## src/rtl/core/sfpc_pkg.sv

```systemverilog
// Shared constants, widths and types for the sensor frustum point cull block.
// Used by every module in rtl/core; depends on nothing else.
package sfpc_pkg;

    localparam int COORD_BITS    = 24;
    localparam int ROT_FRAC_BITS = 16;
    localparam int ROT_BITS      = ROT_FRAC_BITS + 2;
    localparam int ROW_BITS      = 3 * ROT_BITS;
    localparam int TAN_BITS      = 24;
    localparam int TAN_FRAC_BITS = 16;
    localparam int FOV_BITS      = 2 * TAN_BITS;
    localparam int CFG_DATA_BITS = (ROW_BITS > FOV_BITS) ? ROW_BITS : FOV_BITS;
    localparam int CFG_IDX_BITS  = 3;

    localparam int PROD_BITS = ROT_BITS + COORD_BITS;
    localparam int ACC_BITS  = PROD_BITS + 2;
    localparam int RND_BITS  = ACC_BITS - ROT_FRAC_BITS;
    localparam int SENS_BITS = RND_BITS + 1;
    localparam int MAG_BITS  = SENS_BITS - 1;
    localparam int SQ_BITS   = 2 * MAG_BITS;
    localparam int XY2_BITS  = SQ_BITS + 1;
    localparam int R2_BITS   = SQ_BITS + 2;
    localparam int LIM_BITS  = COORD_BITS - 1;
    localparam int LIM2_BITS = 2 * LIM_BITS;
    localparam int HT_BITS   = TAN_BITS + MAG_BITS;
    localparam int TV2_BITS  = 2 * TAN_BITS;
    localparam int XY2_LO    = (XY2_BITS + 1) / 2;
    localparam int XY2_HI    = XY2_BITS - XY2_LO;
    localparam int PP_LO     = XY2_LO + TAN_BITS;
    localparam int PP_HI     = XY2_HI + TAN_BITS;
    localparam int RHS_BITS  = XY2_BITS + TV2_BITS;

    localparam logic [ROT_BITS-1:0]  ROT_ONE     = ROT_BITS'(1) << ROT_FRAC_BITS;
    localparam logic [ROW_BITS-1:0]  ROW_X_RESET = ROW_BITS'(ROT_ONE);
    localparam logic [ROW_BITS-1:0]  ROW_Y_RESET = ROW_BITS'(ROT_ONE) << ROT_BITS;
    localparam logic [ROW_BITS-1:0]  ROW_Z_RESET = ROW_BITS'(ROT_ONE) << (2 * ROT_BITS);
    localparam logic [LIM_BITS-1:0]  LIM_MAX     = {LIM_BITS{1'b1}};
    localparam logic [LIM2_BITS-1:0] LIM2_RESET  = LIM2_BITS'(LIM_MAX) * LIM2_BITS'(LIM_MAX);
    localparam logic [TAN_BITS-1:0]  TAN_ONE     = TAN_BITS'(1) << TAN_FRAC_BITS;
    localparam logic [TV2_BITS-1:0]  TV2_RESET   = TV2_BITS'(1) << (2 * TAN_FRAC_BITS);

    typedef enum logic [CFG_IDX_BITS-1:0] {
        REG_ROT_X   = 3'd0,
        REG_ROT_Y   = 3'd1,
        REG_ROT_Z   = 3'd2,
        REG_SHIFT_X = 3'd3,
        REG_SHIFT_Y = 3'd4,
        REG_SHIFT_Z = 3'd5,
        REG_REACH   = 3'd6,
        REG_FOV     = 3'd7
    } cfg_idx_t;

    typedef enum logic [2:0] {
        RSN_KEEP   = 3'd0,
        RSN_RANGE  = 3'd1,
        RSN_BEHIND = 3'd2,
        RSN_HFOV   = 3'd3,
        RSN_VFOV   = 3'd4
    } reason_t;

    typedef struct packed {
        logic [2:0][2:0][ROT_BITS-1:0] rot;
        logic [2:0][COORD_BITS-1:0]    shift;
        logic [LIM2_BITS-1:0]          lim2;
        logic [TAN_BITS-1:0]           tan_h;
        logic [TV2_BITS-1:0]           tv2;
    } cfg_t;

    typedef struct packed {
        logic signed [COORD_BITS-1:0] x;
        logic signed [COORD_BITS-1:0] y;
        logic signed [COORD_BITS-1:0] z;
    } point_t;

    typedef struct packed {
        logic signed [SENS_BITS-1:0] x;
        logic signed [SENS_BITS-1:0] y;
        logic signed [SENS_BITS-1:0] z;
        point_t                      pt;
    } sens_t;

endpackage

```

## src/rtl/core/sfpc_cfg.sv

```systemverilog
// Configuration register file of the frustum cull block.
// Precomputes the squared range limit and squared vertical tangent on write; uses sfpc_pkg.
module sfpc_cfg
    import sfpc_pkg::*;
(
    input  logic                     clk,
    input  logic                     rst_n,
    input  logic                     cfg_write,
    input  logic [CFG_IDX_BITS-1:0]  cfg_index,
    input  logic [CFG_DATA_BITS-1:0] cfg_data,
    output cfg_t                     cfg
);

    cfg_t                 cfg_reg;
    logic [LIM_BITS-1:0]  lim_next;
    logic [TAN_BITS-1:0]  tan_v_next;

    assign lim_next   = cfg_data[LIM_BITS-1:0];
    assign tan_v_next = cfg_data[FOV_BITS-1:TAN_BITS];

    always_ff @(posedge clk or negedge rst_n)
    begin
        if (!rst_n)
        begin
            cfg_reg.rot[0] <= ROW_X_RESET;
            cfg_reg.rot[1] <= ROW_Y_RESET;
            cfg_reg.rot[2] <= ROW_Z_RESET;
            cfg_reg.shift  <= '0;
            cfg_reg.lim2   <= LIM2_RESET;
            cfg_reg.tan_h  <= TAN_ONE;
            cfg_reg.tv2    <= TV2_RESET;
        end
        else if (cfg_write)
        begin
            unique case (cfg_idx_t'(cfg_index))
                REG_ROT_X:   cfg_reg.rot[0]   <= cfg_data[ROW_BITS-1:0];
                REG_ROT_Y:   cfg_reg.rot[1]   <= cfg_data[ROW_BITS-1:0];
                REG_ROT_Z:   cfg_reg.rot[2]   <= cfg_data[ROW_BITS-1:0];
                REG_SHIFT_X: cfg_reg.shift[0] <= cfg_data[COORD_BITS-1:0];
                REG_SHIFT_Y: cfg_reg.shift[1] <= cfg_data[COORD_BITS-1:0];
                REG_SHIFT_Z: cfg_reg.shift[2] <= cfg_data[COORD_BITS-1:0];
                REG_REACH:   cfg_reg.lim2 <= LIM2_BITS'(lim_next) * LIM2_BITS'(lim_next);
                REG_FOV:
                begin
                    cfg_reg.tan_h <= cfg_data[TAN_BITS-1:0];
                    cfg_reg.tv2   <= TV2_BITS'(tan_v_next) * TV2_BITS'(tan_v_next);
                end
                default: cfg_reg <= cfg_reg;
            endcase
        end
    end

    assign cfg = cfg_reg;

endmodule

```

## config.mk

```make
export PLATFORM = sky130hd
export DESIGN_NAME = sfpc_cfg
export DESIGN_NICKNAME = d
export VERILOG_FILES = /design/src/rtl/core/sfpc_pkg.sv /design/src/rtl/core/sfpc_cfg.sv
export SDC_FILE = /design/constraint.sdc
export NUM_CORES = 2
export LEC_CHECK = 0
export BUFFER_PORTS_ARGS = -buffer_cell sky130_fd_sc_hd__buf_2
export CORE_MARGIN = 4
export CORE_UTILIZATION = 50
export CTS_BUF_LIST = sky130_fd_sc_hd__clkbuf_4
export DETAILED_ROUTE_END_ITERATION = 6
export HOLD_SLACK_MARGIN = 0.05
export PLACE_DENSITY = 0.74
export SLEW_MARGIN = 15
export SYNTH_ARGS = -nofsm -noshare
export SYNTH_HDL_FRONTEND = slang
export SYNTH_SLANG_ARGS = --single-unit
```

## constraint.sdc

```tcl
create_clock -name clk -period 1.5 [get_ports clk]
set_clock_uncertainty 0.1 [all_clocks]
set_input_delay 0.15 -clock clk [delete_from_list [all_inputs] [get_ports clk]]
set_output_delay 0.15 -clock clk [all_outputs]
set_load 0.005 [all_outputs]
```

==> impl_summary.log <==
[metrics] fraction of final layout cells sized beyond drive strength 1: 0.397
[metrics] Max Transition Viols Final: 0
[metrics] effective utilization at floorplan: 0.506
[metrics] mean area per synthesized cell: 10.1 µm²
[metrics] width of the die: 305 µm
[metrics] number of flip-flops in the largest register: 350
[metrics] number of failing hold endpoints at the final stage: 1
[metrics] r2r worst-path depth: 2
[metrics] Setup WS post-layout: -4.19 ns
[metrics] worst-case hold slack: -0.0301 ns
[metrics] number of nets in the final layout: 6,876
[metrics] All-Layer GR Usage: 0.300
[metrics] primary flip-flop cell chosen by synthesis mapping: dfrtp_1
[metrics] maximum achievable frequency: 176 MHz
[metrics] most repeated cell in the gate-level netlist after synthesis: inv_1
[metrics] count of TritonRoute iterations in the first routing pass: 7
[metrics] clock sink count: 350
[metrics] Ports: 412
[metrics] launching instance or port of the critical path: cfg_data[2]
[metrics] post-placement cell count: 6,500
[metrics] YS warnings: 0
[metrics] Placement Rows: 108
[metrics] via-per-instance ratio: 5.31
[metrics] deepest level of the CTS H-tree: 3
[metrics] count of buffers from port buffering: 409
[metrics] share of the yosys chip area belonging to registers: 0.199
[metrics] violated checks: hold timing, setup timing
[metrics] share of the cycle needed by the critical path after routing: 3.79
[metrics] number of antenna violations at the first check in global routing: 4
[metrics] Synth Instances: 4,358
[metrics] Final HPWL DP: 104 mm
[metrics] last weighted congestion value of the routability-driven placer: 0.954
[metrics] fraction of met1 tracks used by global routing: 0.369
[metrics] P&R area growth vs syn: 37.4%
[metrics] initial detailed-routing violation count: 2,613
[metrics] Hold-fix buffers, CTS: 117
[metrics] vias in the first global route: 41,100
[metrics] Reg2Reg Capture Point: cfg[348]
[metrics] clock slew at reported path FFs: 0.07 ns
[metrics] Post-synth EDFFs: 0
[metrics] MaxCap Viol Count: 0
[metrics] worst reg-to-reg setup slack: 0.09 ns
[metrics] top post-synthesis cells by area: fa_1 37%, dfrtp_1 18%, ha_1 9.9%, inv_1 9.1%, mux2_2 6.3%
[metrics] wire length reported by the detailed router: 144 mm
[metrics] worst path arrival time: 6.46 ns
[metrics] later-pin clock latency in the skew report: 0.91 ns
[metrics] pin count of the biggest net entering global routing: 49
[metrics] Worst Setup Slack post-DPL: -5.42 ns
[metrics] core area: 87,300 µm²
[metrics] CTS tree: yes
[metrics] result of the run: complete, but fails checks
[metrics] remaining global-route overflow: 0
[metrics] Routed wire per std cell: 20.9 µm
[metrics] floorplan die area: 93,200 µm²
[metrics] maximum clock path buffer count: 3
[metrics] distinct cell type count of the synthesized netlist: 71
[metrics] leading area contributor after synthesis: fa_1
[metrics] total via count after detailed routing: 36,600
[metrics] GR met2 Demand/Resource: 0.511
[metrics] synthesized cell area: 44,200 µm²
[metrics] FFs w/ async S/R, synth: 1.00
[metrics] share of the synthesized area in the top cell type: 0.365
[metrics] top cells by count, synth: 1,070 x inv_1, 807 x fa_1, 447 x nand2_1
[metrics] Setup TNS Final: -374.57 ns
[metrics] DRT antenna net count: 0
[metrics] class of the most critical hold timing path: in2reg
[metrics] count of unresolved DRC violations after routing: 0
[metrics] Max Fanout on Critical Path: 5
[metrics] shortest period the worst path allows: 5.69 ns
[metrics] data required time of the worst path: 2.28 ns
[metrics] Worst Tran Pin Value: 0.638 ns
[metrics] Top Usage Layer GRT: met2
[metrics] Hold Crit Start: cfg_data[27]
[metrics] cell depth of the worst min-delay path: 7
[metrics] post-synthesis register bit count: 350
[metrics] Final Non-Filler Cells: 6,899
[metrics] critical path capture point type: flop
[metrics] total of endpoints with negative setup slack in the final report: 441
[metrics] CTS buffer count: 93
[metrics] global-route wire length before repair: 221 mm
[metrics] setup repair after global routing missed its margin: true
[metrics] worst slew margin relative to its limit: 0.573
[metrics] met3 Track Usage GR: 0.0647
[metrics] root buffer cell: clkbuf_4
[metrics] kind of launch point of the worst setup path: primary input
[metrics] startpoint of the worst register-to-register path: cfg[348]
[metrics] start-to-end type of the worst setup path: in2reg
[metrics] DIE HEIGHT: 305 µm
[metrics] Hold Path Sink: cfg[4]
-- how the worst max path moves through the flow --
stage,end,slack (ns),cells after the start
floorplan,cfg[106],-4.76,26
global placement,cfg[117],-5.41,26
detailed placement,cfg[117],-5.42,27
CTS,cfg[116],-4.03,23
global route,cfg[112],-4.26,26
finish,cfg[112],-4.19,21
-- layer usage --
layer	vias to the layer above	routed length [µm]
met1	18700	53000
met3	532	11200
met5	-	11
li1	15800	-
met4	2	7750
met2	1590	72000
-- placed cells by master, fill, tap and decap left out, types with 50 or more instances in the layout --
cell type and n:
buf_2 338, ha_4 66, o21ai_1 85, fa_2 56, inv_2 87, and2_4 54
dlygate4sd3_1 117, inv_1 978, mux2_2 244, dfrtp_1 321, ha_1 281, buf_12 68
buf_4 725, a21o_1 50, and2_1 173, buf_6 120, nand2_1 375, fa_1 751
clkbuf_4 141
-- final cells by class --
| class | count | area (µm²) |
|---|---|---|
| clock buffer | 141 | 1060 |
| inverter | 1071 | 4040 |
| clock inverter | 34 | 220 |
| multi-input combinational | 2746 | 33600 |
| tap | 1155 | 1450 |
| antenna | 6 | 15.0 |
| timing repair buffer | 1396 | 11600 |
| sequential | 350 | 8790 |
| fill | 5679 | 26600 |
-- kinds of logic (layout without fill, tap and decap cells) --
kind of cell,after synthesis,after routing,share of synthesized area
buf+inv,1263,2642,0.108
xor+xnor,112,112,0.0222
other cells,1,8,0.0000848
flops,350,350,0.199
compound gates,383,383,0.0529
simple gates,844,844,0.0905
mux,247,247,0.0629
fa+ha+maj,1158,1158,0.465
-- worst max-delay path, cell delays in order --
cell	delay, ns
buf_6	0.12
buf_12	0.14
buf_8	0.13
and2_4	0.14
fa_2	0.56
fa_1	0.45
fa_1	0.59
fa_1	0.46
fa_1	0.61
fa_1	0.46
fa_1	0.50
ha_4	0.35
nand4_1	0.13
or3_4	0.42
a31oi_4	0.20
nor3_4	0.08
nor4_4	0.33
a41oi_2	0.19
buf_4	0.17
xor2_1	0.14
o21ai_1	0.15
-- timing repair --
item,CTS,global route
buffers inserted,56,50
hold endpoints to repair,678,3
cloned,4,3
gates resized for setup,475,285
setup endpoints to repair,436,437
pin swaps,198,220
-- through the flow --
stage,utilization,area (µm²)
finish,0.696,60700
global route,0.696,60700
CTS,0.679,59300
detailed placement,0.623,54400
global placement,0.623,54400
floorplan,-,46100
Power is not shown: default switching activity piles up to over one toggle a cycle in this logic, so the estimate is an artifact.
